**src/hdl/ued_pkg.sv**
```systemverilog
// ----------------------------------------------------------------------------
// ued_pkg
// Types, codes and helpers shared by the unicode escape decoder.
// ----------------------------------------------------------------------------
`default_nettype none

package ued_pkg;

  localparam logic [7:0] CHAR_BACKSLASH = 8'h5C;
  localparam logic [7:0] CHAR_LOWER_U   = 8'h75;
  localparam logic [7:0] CHAR_UPPER_U   = 8'h55;

  localparam logic [3:0] DIGITS_SHORT = 4'd4;
  localparam logic [3:0] DIGITS_LONG  = 4'd8;

  localparam logic [3:0] USED_SHORT = 4'd6;
  localparam logic [3:0] USED_LONG  = 4'd10;
  localparam logic [3:0] USED_PAIR  = 4'd12;

  localparam logic [15:0] HIGH_SURR_LO = 16'hD800;
  localparam logic [15:0] LOW_SURR_LO  = 16'hDC00;
  localparam logic [15:0] LOW_SURR_END = 16'hE000;
  localparam logic [31:0] PLANE1_BASE  = 32'h0001_0000;

  typedef enum logic [3:0] {
    PH_START = 4'd0,
    PH_KIND  = 4'd1,
    PH_HEX1  = 4'd2,
    PH_BSL2  = 4'd3,
    PH_U2    = 4'd4,
    PH_HEX2  = 4'd5,
    PH_SKIP  = 4'd6
  } phase_t;

  typedef enum logic [3:0] {
    ST_OK       = 4'd0,
    ST_NO_BSL   = 4'd1,
    ST_BAD_KIND = 4'd2,
    ST_BAD_HEX  = 4'd3,
    ST_LONE_LOW = 4'd4,
    ST_NO_BSL2  = 4'd5,
    ST_NO_U2    = 4'd6,
    ST_BAD_LOW  = 4'd7,
    ST_TRUNC    = 4'd8
  } status_t;

  typedef struct packed {
    logic [7:0] char_byte;
    logic       last_char;
  } char_beat_t;

  typedef struct packed {
    logic [31:0] code_point;
    logic [3:0]  chars_used;
    status_t     status;
  } res_beat_t;

  // bit 4 flags a valid hex digit, bits 3:0 hold its value
  function automatic logic [4:0] hex_decode(input logic [7:0] c);
    logic [4:0] r;
    r = 5'd0;
    if (c >= 8'h30 && c <= 8'h39) begin
      r = {1'b1, c[3:0]};
    end else if ((c >= 8'h41 && c <= 8'h46) || (c >= 8'h61 && c <= 8'h66)) begin
      r = {1'b1, c[3:0] + 4'd9};
    end
    return r;
  endfunction

endpackage

`default_nettype wire

```
**src/hdl/unicode_escape_decoder_unit.sv**
```systemverilog
// the escape's last beat registers its result on res_beat, or in the skid entry under stall
// throughput: one character beat per cycle while the two-entry output skid is not full;
// the decode is a single step of the phase register and nibble shift
// reset: synchronous rst returns to the first-backslash phase with empty output
// ----------------------------------------------------------------------------
// unicode_escape_decoder_unit
// Decodes a leading \uXXXX, \UXXXXXXXX or surrogate pair escape from a
// character stream and reports code point, length and status.
// ----------------------------------------------------------------------------
`default_nettype none

module unicode_escape_decoder_unit
  import ued_pkg::*;
(
  input  wire        clk,
  input  wire        rst,
  input  wire        char_valid,
  output logic       char_stall,
  input  char_beat_t char_beat,
  output logic       res_valid,
  input  wire        res_stall,
  output res_beat_t  res_beat
);

  phase_t      phase, phase_next;
  logic [3:0]  digits_left, digits_left_next;
  logic [31:0] accumulator, accumulator_next;
  logic [15:0] high_unit, high_unit_next;
  logic [3:0]  count_used, count_used_next;

  logic        skid_valid;
  res_beat_t   skid_beat;

  logic        take;
  logic        emit;
  res_beat_t   emit_beat;

  logic [4:0]  hex;
  logic [3:0]  cnt_inc;
  logic [3:0]  dl_dec;
  logic [31:0] acc_sh;
  logic [15:0] acc16;
  logic        last;

  assign take       = char_valid && !char_stall;
  assign char_stall = skid_valid;
  assign last       = char_beat.last_char;
  assign hex        = hex_decode(char_beat.char_byte);
  assign cnt_inc    = count_used + 4'd1;
  assign dl_dec     = digits_left - 4'd1;
  assign acc_sh     = {accumulator[27:0], hex[3:0]};
  assign acc16      = acc_sh[15:0];

  always_comb begin
    phase_next       = phase;
    digits_left_next = digits_left;
    accumulator_next = accumulator;
    high_unit_next   = high_unit;
    count_used_next  = cnt_inc;
    emit             = 1'b0;
    emit_beat        = '{code_point: 32'd0, chars_used: 4'd0, status: ST_TRUNC};

    unique case (phase)
      PH_SKIP: begin
        count_used_next = count_used;
        if (last) begin
          phase_next = PH_START;
        end
      end
      PH_START: begin
        if (char_beat.char_byte != CHAR_BACKSLASH) begin
          emit             = 1'b1;
          emit_beat.status = ST_NO_BSL;
        end else begin
          phase_next = PH_KIND;
        end
      end
      PH_KIND: begin
        if (char_beat.char_byte == CHAR_UPPER_U) begin
          digits_left_next = DIGITS_LONG;
          accumulator_next = 32'd0;
          phase_next       = PH_HEX1;
        end else if (char_beat.char_byte == CHAR_LOWER_U) begin
          digits_left_next = DIGITS_SHORT;
          accumulator_next = 32'd0;
          phase_next       = PH_HEX1;
        end else begin
          emit             = 1'b1;
          emit_beat.status = ST_BAD_KIND;
        end
      end
      PH_HEX1: begin
        if (!hex[4]) begin
          emit             = 1'b1;
          emit_beat.status = ST_BAD_HEX;
        end else begin
          accumulator_next = acc_sh;
          digits_left_next = dl_dec;
          if (dl_dec == 4'd0) begin
            if (cnt_inc == USED_LONG) begin
              emit      = 1'b1;
              emit_beat = '{code_point: acc_sh, chars_used: USED_LONG, status: ST_OK};
            end else if (acc16 >= LOW_SURR_LO && acc16 < LOW_SURR_END) begin
              emit             = 1'b1;
              emit_beat.status = ST_LONE_LOW;
            end else if (acc16 >= HIGH_SURR_LO && acc16 < LOW_SURR_LO) begin
              // high surrogate, wait for the second half
              high_unit_next   = acc16;
              accumulator_next = 32'd0;
              phase_next       = PH_BSL2;
            end else begin
              emit      = 1'b1;
              emit_beat = '{code_point: {16'd0, acc16}, chars_used: USED_SHORT,
                            status: ST_OK};
            end
          end
        end
      end
      PH_BSL2: begin
        if (char_beat.char_byte != CHAR_BACKSLASH) begin
          emit             = 1'b1;
          emit_beat.status = ST_NO_BSL2;
        end else begin
          phase_next = PH_U2;
        end
      end
      PH_U2: begin
        if (char_beat.char_byte != CHAR_LOWER_U) begin
          emit             = 1'b1;
          emit_beat.status = ST_NO_U2;
        end else begin
          digits_left_next = DIGITS_SHORT;
          accumulator_next = 32'd0;
          phase_next       = PH_HEX2;
        end
      end
      PH_HEX2: begin
        if (!hex[4]) begin
          emit             = 1'b1;
          emit_beat.status = ST_BAD_HEX;
        end else begin
          accumulator_next = {16'd0, acc16};
          digits_left_next = dl_dec;
          if (dl_dec == 4'd0) begin
            emit = 1'b1;
            if (acc16 < LOW_SURR_LO || acc16 >= LOW_SURR_END) begin
              emit_beat.status = ST_BAD_LOW;
            end else begin
              emit_beat = '{code_point: PLANE1_BASE + {12'd0, high_unit[9:0], acc16[9:0]},
                            chars_used: USED_PAIR, status: ST_OK};
            end
          end
        end
      end
      default: begin
        count_used_next  = 4'd0;
        digits_left_next = 4'd0;
        accumulator_next = 32'd0;
        high_unit_next   = 16'd0;
        phase_next       = PH_START;
      end
    endcase

    // string ended before the escape finished
    if (!emit && last && phase != PH_SKIP && phase_next != PH_START) begin
      emit             = 1'b1;
      emit_beat.status = ST_TRUNC;
    end

    if (emit) begin
      digits_left_next = 4'd0;
      accumulator_next = 32'd0;
      high_unit_next   = 16'd0;
      count_used_next  = 4'd0;
      phase_next       = last ? PH_START : PH_SKIP;
    end
  end

  always_ff @(posedge clk) begin
    if (rst) begin
      phase       <= PH_START;
      digits_left <= 4'd0;
      accumulator <= 32'd0;
      high_unit   <= 16'd0;
      count_used  <= 4'd0;
    end else if (take) begin
      phase       <= phase_next;
      digits_left <= digits_left_next;
      accumulator <= accumulator_next;
      high_unit   <= high_unit_next;
      count_used  <= count_used_next;
    end
  end

  // output register with a skid entry behind it
  always_ff @(posedge clk) begin
    if (rst) begin
      res_valid  <= 1'b0;
      skid_valid <= 1'b0;
    end else begin
      if (!res_valid || !res_stall) begin
        if (skid_valid) begin
          res_valid  <= 1'b1;
          res_beat   <= skid_beat;
          skid_valid <= 1'b0;
        end else begin
          res_valid <= take && emit;
          if (take && emit) begin
            res_beat <= emit_beat;
          end
        end
      end else if (take && emit) begin
        skid_valid <= 1'b1;
        skid_beat  <= emit_beat;
      end
    end
  end

`ifndef SYNTHESIS
  a_skid_behind_out: assert property (@(posedge clk) disable iff (rst)
    skid_valid |-> res_valid)
    else $error("skid entry held while output register empty");

  a_err_zero: assert property (@(posedge clk) disable iff (rst)
    (res_valid && res_beat.status != ST_OK) |->
      (res_beat.code_point == 32'd0 && res_beat.chars_used == 4'd0))
    else $error("error beat carries code point or length");

  a_ok_len: assert property (@(posedge clk) disable iff (rst)
    (res_valid && res_beat.status == ST_OK) |->
      (res_beat.chars_used == USED_SHORT || res_beat.chars_used == USED_LONG ||
       res_beat.chars_used == USED_PAIR))
    else $error("ok beat with odd length");

  a_skid_fill: assert property (@(posedge clk) disable iff (rst)
    (take && emit && res_valid && res_stall && !skid_valid) |=> skid_valid)
    else $error("result lost under output stall");
`endif

endmodule

`default_nettype wire
```
**config.mk**
```make
export PLATFORM = sky130hd
export DESIGN_NAME = unicode_escape_decoder_unit
export DESIGN_NICKNAME = d
export VERILOG_FILES = /design/src/hdl/ued_pkg.sv /design/src/hdl/unicode_escape_decoder_unit.sv
export SDC_FILE = /design/constraint.sdc
export NUM_CORES = 1
export LEC_CHECK = 0
export BUFFER_PORTS_ARGS = -buffer_cell sky130_fd_sc_hd__buf_2
export CORE_ASPECT_RATIO = 0.8
export CORE_MARGIN = 8
export CORE_UTILIZATION = 55
export CTS_CLUSTER_SIZE = 30
export DETAILED_ROUTE_END_ITERATION = 10
export GPL_ROUTABILITY_DRIVEN = 0
export HOLD_SLACK_MARGIN = 0.06
export MAX_ROUTING_LAYER = met4
export PLACE_DENSITY_LB_ADDON = 0.15
export SYNTH_ARGS = -nofsm -noshare
export SYNTH_HDL_FRONTEND = slang
export SYNTH_SLANG_ARGS = --single-unit
```
**constraint.sdc**
```tcl
create_clock -name clk -period 9.7 [get_ports clk]
set_input_delay 1.455 -clock clk [delete_from_list [all_inputs] [get_ports clk]]
set_output_delay 1.455 -clock clk [all_outputs]
set_load 0.03 [all_outputs]
```
Word level (Yosys, flattened, before mapping)

Index checks and enable logic that the tools add are counted.

Eq/ne operators: 24
Bitwise operators: 2
Magnitude comparators: 11
Reductions and logical operators: 33
$add $sub $neg: 4
Mux-type cells: 78

Operators with widths:

| operator                                                                            | count |
|---|---|
| 28-bit two-way mux                                                                  | 10 |
| 40-bit two-way mux                                                                  | 5 |
| 28-bit one-hot mux with 5 select lines                                              | 1 |
| 4-bit two-way mux                                                                   | 27 |
| 36-bit two-way mux                                                                  | 2 |
| 36-bit one-hot mux with 2 select lines                                              | 1 |
| 10-bit two-way mux                                                                  | 6 |
| 16-bit greater-or-equal comparator, second input constant                           | 3 |
| 16-bit < comparator, second input constant                                          | 2 |
| 4-bit one-hot mux with 7 select lines                                               | 1 |
| 25-bit two-way mux                                                                  | 1 |
| 24-bit two-way mux                                                                  | 1 |
| 4-bit one-hot mux with 6 select lines                                               | 1 |
| 17-bit by 20-bit adder with 21-bit output, first input constant                     | 1 |
| 3-bit != test, second input constant                                                | 7 |
| 20-bit two-way mux                                                                  | 1 |
| 10-bit one-hot mux with 2 select lines                                              | 1 |
| 8-bit by 7-bit == test with 1-bit output, second input constant                     | 2 |
| 8-bit by 7-bit greater-or-equal comparator with 1-bit output, second input constant | 2 |
| 8-bit by 7-bit less-or-equal comparator with 1-bit output, second input constant    | 2 |
| 8-bit by 7-bit != test with 1-bit output, second input constant                     | 2 |
| 4-bit one-hot mux with 4 select lines                                               | 1 |
| 1-bit two-way mux                                                                   | 13 |
| 4-bit by 3-bit == test with 1-bit output, second input constant                     | 3 |
| 32 further kinds                                                                    | 56 |

Input bits: 13
Output and inout port bits: 42
Logic and storage cells: 165
Bits in registers: 132

Longest topological paths before layout

Word-level depth: 21
Mapped depth: 11

Least setup slack after synthesis

Ideal clock, no wire load.

Path kind: input port to flip-flop
From: input char_beat[1] in the netlist's numbering
To: register skid_beat[0] in the netlist's numbering (enable)
Stages on the path: 8
Path slack: 2481 ps
Arrival time: 6687 ps
Required time: 9167 ps
Cell sequence: inv_1 > ha_1 > inv_1 > o311a_2 > o32a_2 > nand2_2 > nor3_2 > nor4_1

Word-level cells in the longest chain between the ends: 20

Ends and longest elaborated chain:

| element                                                                                                                                   | RTL line                           | source |
|---|---|---|
| start: declaration                                                                                                                        | unicode_escape_decoder_unit.sv:19  | `input char_beat_t char_beat,` |
| 8-bit by 7-bit greater-or-equal comparator with 1-bit output or 8-bit by 7-bit less-or-equal comparator with 1-bit output (tied branches) | ued_pkg.sv:64                      | `end else if ((c >= 8'h41 && c <= 8'h46) \|\| (c >= 8'h61 && c <= 8'h66)) begin` |
| 1-bit logical AND                                                                                                                         | ued_pkg.sv:64                      |  |
| 1-bit logical OR                                                                                                                          | ued_pkg.sv:64                      |  |
| 5-bit two-way mux                                                                                                                         | ued_pkg.sv:64                      |  |
| 5-bit two-way mux                                                                                                                         | ued_pkg.sv:62                      | `if (c >= 8'h30 && c <= 8'h39) begin` |
| 16-bit greater-or-equal comparator or 16-bit < comparator (tied branches)                                                                 | unicode_escape_decoder_unit.sv:106 | `end else if (acc16 >= HIGH_SURR_LO && acc16 < LOW_SURR_LO) begin` |
| 1-bit logical AND                                                                                                                         | unicode_escape_decoder_unit.sv:106 |  |
| 1-bit two-way mux                                                                                                                         | unicode_escape_decoder_unit.sv:106 |  |
| (+2 left out)                                                                                                                             | --                                 |  |
| 1-bit two-way mux                                                                                                                         | unicode_escape_decoder_unit.sv:99  | `if (dl_dec == 4'd0) begin` |
| 1-bit two-way mux                                                                                                                         | unicode_escape_decoder_unit.sv:93  | `if (!hex[4]) begin` |
| 1-bit one-hot mux with 5 select lines                                                                                                     | unicode_escape_decoder_unit.sv:63  | `unique case (phase)` |
| 1-bit zero test                                                                                                                           | unicode_escape_decoder_unit.sv:165 | `if (!emit && last && phase != PH_SKIP && phase_next != PH_START) begin` |
| 1-bit logical AND (3 in series)                                                                                                           | unicode_escape_decoder_unit.sv:165 |  |
| 1-bit two-way mux *                                                                                                                       | unicode_escape_decoder_unit.sv:165 |  |
| 1-bit logical AND *                                                                                                                       | unicode_escape_decoder_unit.sv:212 | `end else if (take && emit) begin` |
| 3-bit AND reduction (no source line) *                                                                                                    | --                                 |  |
| end signal: assignment                                                                                                                    | unicode_escape_decoder_unit.sv:214 | `skid_beat <= emit_beat;` |
| end: declaration                                                                                                                          | unicode_escape_decoder_unit.sv:32  | `res_beat_t skid_beat;` |

Every way passes the cells marked *; elsewhere a longest branch is shown, timed or not.
A chain may end at the register's enable or synchronous reset.

Final worst setup path

From: input char_beat[2] in the netlist's numbering
To: register res_beat[19] in the netlist's numbering (enable)

Word-level cells in the longest chain between the ends: 21

Ends and longest elaborated chain:

| element                                                                                                                                   | RTL line                           | source |
|---|---|---|
| 8-bit by 7-bit greater-or-equal comparator with 1-bit output or 8-bit by 7-bit less-or-equal comparator with 1-bit output (tied branches) | ued_pkg.sv:64                      |  |
| 1-bit logical AND                                                                                                                         | ued_pkg.sv:64                      |  |
| 1-bit logical OR                                                                                                                          | ued_pkg.sv:64                      |  |
| 5-bit two-way mux                                                                                                                         | ued_pkg.sv:64                      |  |
| 5-bit two-way mux                                                                                                                         | ued_pkg.sv:62                      |  |
| 16-bit greater-or-equal comparator or 16-bit < comparator (tied branches)                                                                 | unicode_escape_decoder_unit.sv:106 |  |
| 1-bit logical AND                                                                                                                         | unicode_escape_decoder_unit.sv:106 |  |
| 1-bit two-way mux                                                                                                                         | unicode_escape_decoder_unit.sv:106 |  |
| (+3 left out)                                                                                                                             | --                                 |  |
| 1-bit two-way mux                                                                                                                         | unicode_escape_decoder_unit.sv:93  |  |
| 1-bit one-hot mux with 5 select lines                                                                                                     | unicode_escape_decoder_unit.sv:63  |  |
| 1-bit zero test                                                                                                                           | unicode_escape_decoder_unit.sv:165 |  |
| 1-bit logical AND (3 in series)                                                                                                           | unicode_escape_decoder_unit.sv:165 |  |
| 1-bit two-way mux *                                                                                                                       | unicode_escape_decoder_unit.sv:165 |  |
| 1-bit logical AND *                                                                                                                       | unicode_escape_decoder_unit.sv:208 | `if (take && emit) begin` |
| 2-bit nonzero test (no source line) *                                                                                                     | --                                 |  |
| 3-bit AND reduction (no source line) *                                                                                                    | --                                 |  |
| end signal: assignment                                                                                                                    | unicode_escape_decoder_unit.sv:204 | `res_beat <= skid_beat;` |
| end signal: assignment                                                                                                                    | unicode_escape_decoder_unit.sv:209 | `res_beat <= emit_beat;` |
| end: declaration                                                                                                                          | unicode_escape_decoder_unit.sv:22  | `output res_beat_t res_beat` |

Marks and branches as above.

==> summary.md <==
| Metric | Value |
|---|---|
| Area after DPL | `6580 um2` |
| Area occupied by multi-input gates | `2610 um2` |
| Post-synthesis sequential area ratio | `0.548` |
| Largest net degree at the start of global routing | `40` |
| Share of the synthesized area in the top cell type | `0.380` |
| Yosys warns | `0` |
| Crit-path max FO | `39` |
| Overflow left after global routing | `0` |
| Clock-pin slew on the worst setup and hold paths | `0.06 ns` |
| R2r setup slk | `5.81 ns` |
| Vias in the first global route | `4,473` |
| Initial DRC Count | `337` |
| Worst r2r src | `digits_left[0]` |
| Die area | `14,900 um2` |
| Total setup buffers inserted after CTS | `0` |
| Pins over their slew limit | `0` |
| Syn_nets | `580` |
| Root buf cell | `clkbuf_16` |
| Layout cells sized above 1 | `0.233` |
| Wirelength per Cell | `18.3 um` |
| Cells after Synth | `558` |
| WHS Path Cells | `2` |
| Status | `finished clean` |
| Total Routing Usage GR | `0.197` |
| CTS Buf Count | `17` |
| Synth top area cells | `edfxtp_1 (38%), dfxtp_1 (17%), mux2_2 (5.8%)` |
| Worst Skew | `0.00985 ns` |
| Die X | `134 um` |
| P&R area growth vs syn | `17.5%` |
| Commonest cells after routing, fill and taps aside | `nand2_1 (84), edfxtp_1 (78), buf_2 (53), dfxtp_1 (52), mux2i_1 (35)` |
| Pre-CTS setup slack | `5.17 ns` |
| Largest area contributor in the netlist | `edfxtp_1` |
| Post-DP HPWL | `9200 um` |
| Hold Buf Count CTS | `0` |
| Peak VDD IR | `168 uV` |
| CTS H-Tree Depth | `4` |
| CTS tree | `done` |
| Post-route design area | `7250 um2` |
| Critical Path Start Type | `input port` |
| Core footprint | `10,900 um2` |
| FP Rows | `34` |
| Hold_ws | `0.454 ns` |
| I/O pins | `55` |
| Starting Density | `0.567` |
| Seq cells post-synth | `130` |
| Routed WL | `14,000 um` |
| Synth cell types | `71` |
| Final setup margin | `5.51 ns` |
| Fin. Hold Viols | `0` |
| Fillers | `868` |
| Max Root-Sink Buffers | `2` |
| Reg2Reg Depth | `10` |
| Worst Hold End | `accumulator[27]` |
| Post-Syn Area | `6170 um2` |
| Worst flop-to-flop path endpoint | `res_beat[19]` |
| Arr. time, crit path | `4.28 ns` |
| Number of setup violations in the final report | `0` |
| Post-synth EDFFs | `78` |
| First-pass GRT wire length | `22,900 um` |
| Post-synth ARST share | `0` |
| Top_reg_cell synth | `edfxtp_1` |
| Lkg Pwr | `2.68 nW` |
| CTS resizes | `0` |
| Input/output buffers | `53` |
| Max_cap viols | `0` |
| Post-DR vias/cell | `5.98` |
| CP required | `9.79 ns` |
| Post-Syn Area per Cell | `11.1 um2` |
| N_diodes | `0` |
| Setup crit end kind | `flop` |
| Most common cell after layout, fill and taps aside | `nand2_1` |
| Num Clock Sinks | `130` |
| Peak Freq | `239 MHz` |
| Cell area power density | `198 nW/um2` |
| Drt pass-1 iters | `5` |
| RSZ-0062 raised after global routing | `false` |
| Post-DRT Antenna Nets | `0` |
| Worst-margin pin slew | `0.967 ns` |
| Min cycle time layout | `4.19 ns` |
| Drt drc | `0` |
| Worst min path class | `flop to flop` |
| Final core occ | `0.666` |
| Skew-Pair Late Insertion Delay | `0.41 ns` |
| Fin nets | `631` |
| Setup_tns | `0 ns` |
| Initial antenna violation count | `0` |
| Die H | `111 um` |
| Min-delay src | `accumulator[27]` |
| Slew HR | `0.352` |
| Vias | `4,579` |
| Crit share post-route | `0.432` |
| Sequential Area | `3380 um2` |
| Setup CP Type | `input port to flop` |
-- where the power goes --
| part | internal, W | switching [W] | total, W | leakage [nW] |
|---|---|---|---|---|
| clock | 0.000489 | 0.000233 | 0.000722 | 0.313 |
| sequential | 0.000597 | 0.00000702 | 0.000604 | 1.19 |
| combinational | 0.0000338 | 0.0000775 | 0.000111 | 1.18 |
-- state kept, by name, indices dropped and copies added, names as in the netlist --
name,cells
res_beat,39
char_stall,1
accumulator,28
phase,4
high_unit,10
res_valid,1
count_used,4
skid_beat,39
digits_left,4
-- how the worst max path moves through the flow --
| stage | depth (start not counted) | end | slack (ns) | from |
|---|---|---|---|---|
| 2_1_floorplan | 8 | skid_beat[0] | 2.48 | char_beat[1] |
| 6_report | 11 | res_beat[19] | 5.51 | char_beat[2] |
| 5_1_grt | 11 | res_beat[19] | 5.36 | char_beat[1] |
| 4_1_cts | 11 | res_beat[14] | 5.55 | char_beat[2] |
| 3_5_place_dp | 11 | res_beat[9] | 5.17 | char_beat[2] |
| 3_3_place_gp | 11 | res_beat[1] | 5.29 | char_beat[2] |
-- through the flow --
stage	total power [W]	instances
final	0.00144	766
after global routing	0.00148	766
after CTS	0.00144	766
after detailed placement	0.000725	734
after global placement	0.000723	734
after floorplan	0.000695	558
-- Yosys cell counts, drive strengths merged (6+ instances only) --
cell type / count
a21oi: 17
nor4: 7
inv: 22
nand4: 6
clkbuf: 22
nor3: 14
buf: 6
nand3: 20
o31ai: 6
o32ai: 8
edfxtp: 78
nor2: 21
a31oi: 9
mux2: 32
and2: 18
nand2: 85
mux2i: 35
ha: 9
dfxtp: 52
o21ai: 18
-- kinds of logic (layout without fill, tap and decap cells) --
kind of cell | count (synthesis) | in the layout | share of synthesized area
buf+inv | 51 | 115 | 0.0327
fa+ha+maj | 9 | 9 | 0.0183
mux | 67 | 67 | 0.115
other cells | 1 | 1 | 0.000608
flops | 130 | 130 | 0.548
xor+xnor | 5 | 5 | 0.00710
simple gates | 200 | 200 | 0.163
compound gates | 95 | 95 | 0.115
-- area by class of cell --
class | count | area share
Clock inverter | 13 | 0.0319
Inverter | 23 | 0.0119
Timing Repair Buffer | 60 | 0.0438
Clock buffer | 19 | 0.0611
Multi-Input combinational cell | 377 | 0.360
Sequential cell | 130 | 0.467
Tap cell | 144 | 0.0249
-- routing by layer --
layer / routed length (um) / vias to the layer above / global-route usage
met3: 898 / 16 / 0.0543
li1: - / 2167 / -
met4: 189 / 0 / 0.0583
met5: 0 / - / -
met1: 6460 / 2243 / 0.255
met2: 6500 / 153 / 0.297
-- critical path, stage by stage --
cell	delay [ns]
buf_2	0.12
inv_1	0.11
ha_1	0.31
o21bai_4	0.09
a2111oi_4	0.52
o32a_2	0.26
nand2_2	0.12
or3_1	0.53
a21oi_1	0.32
nor3b_2	0.08
buf_4	0.32
Power figures use the tool's default switching activity.
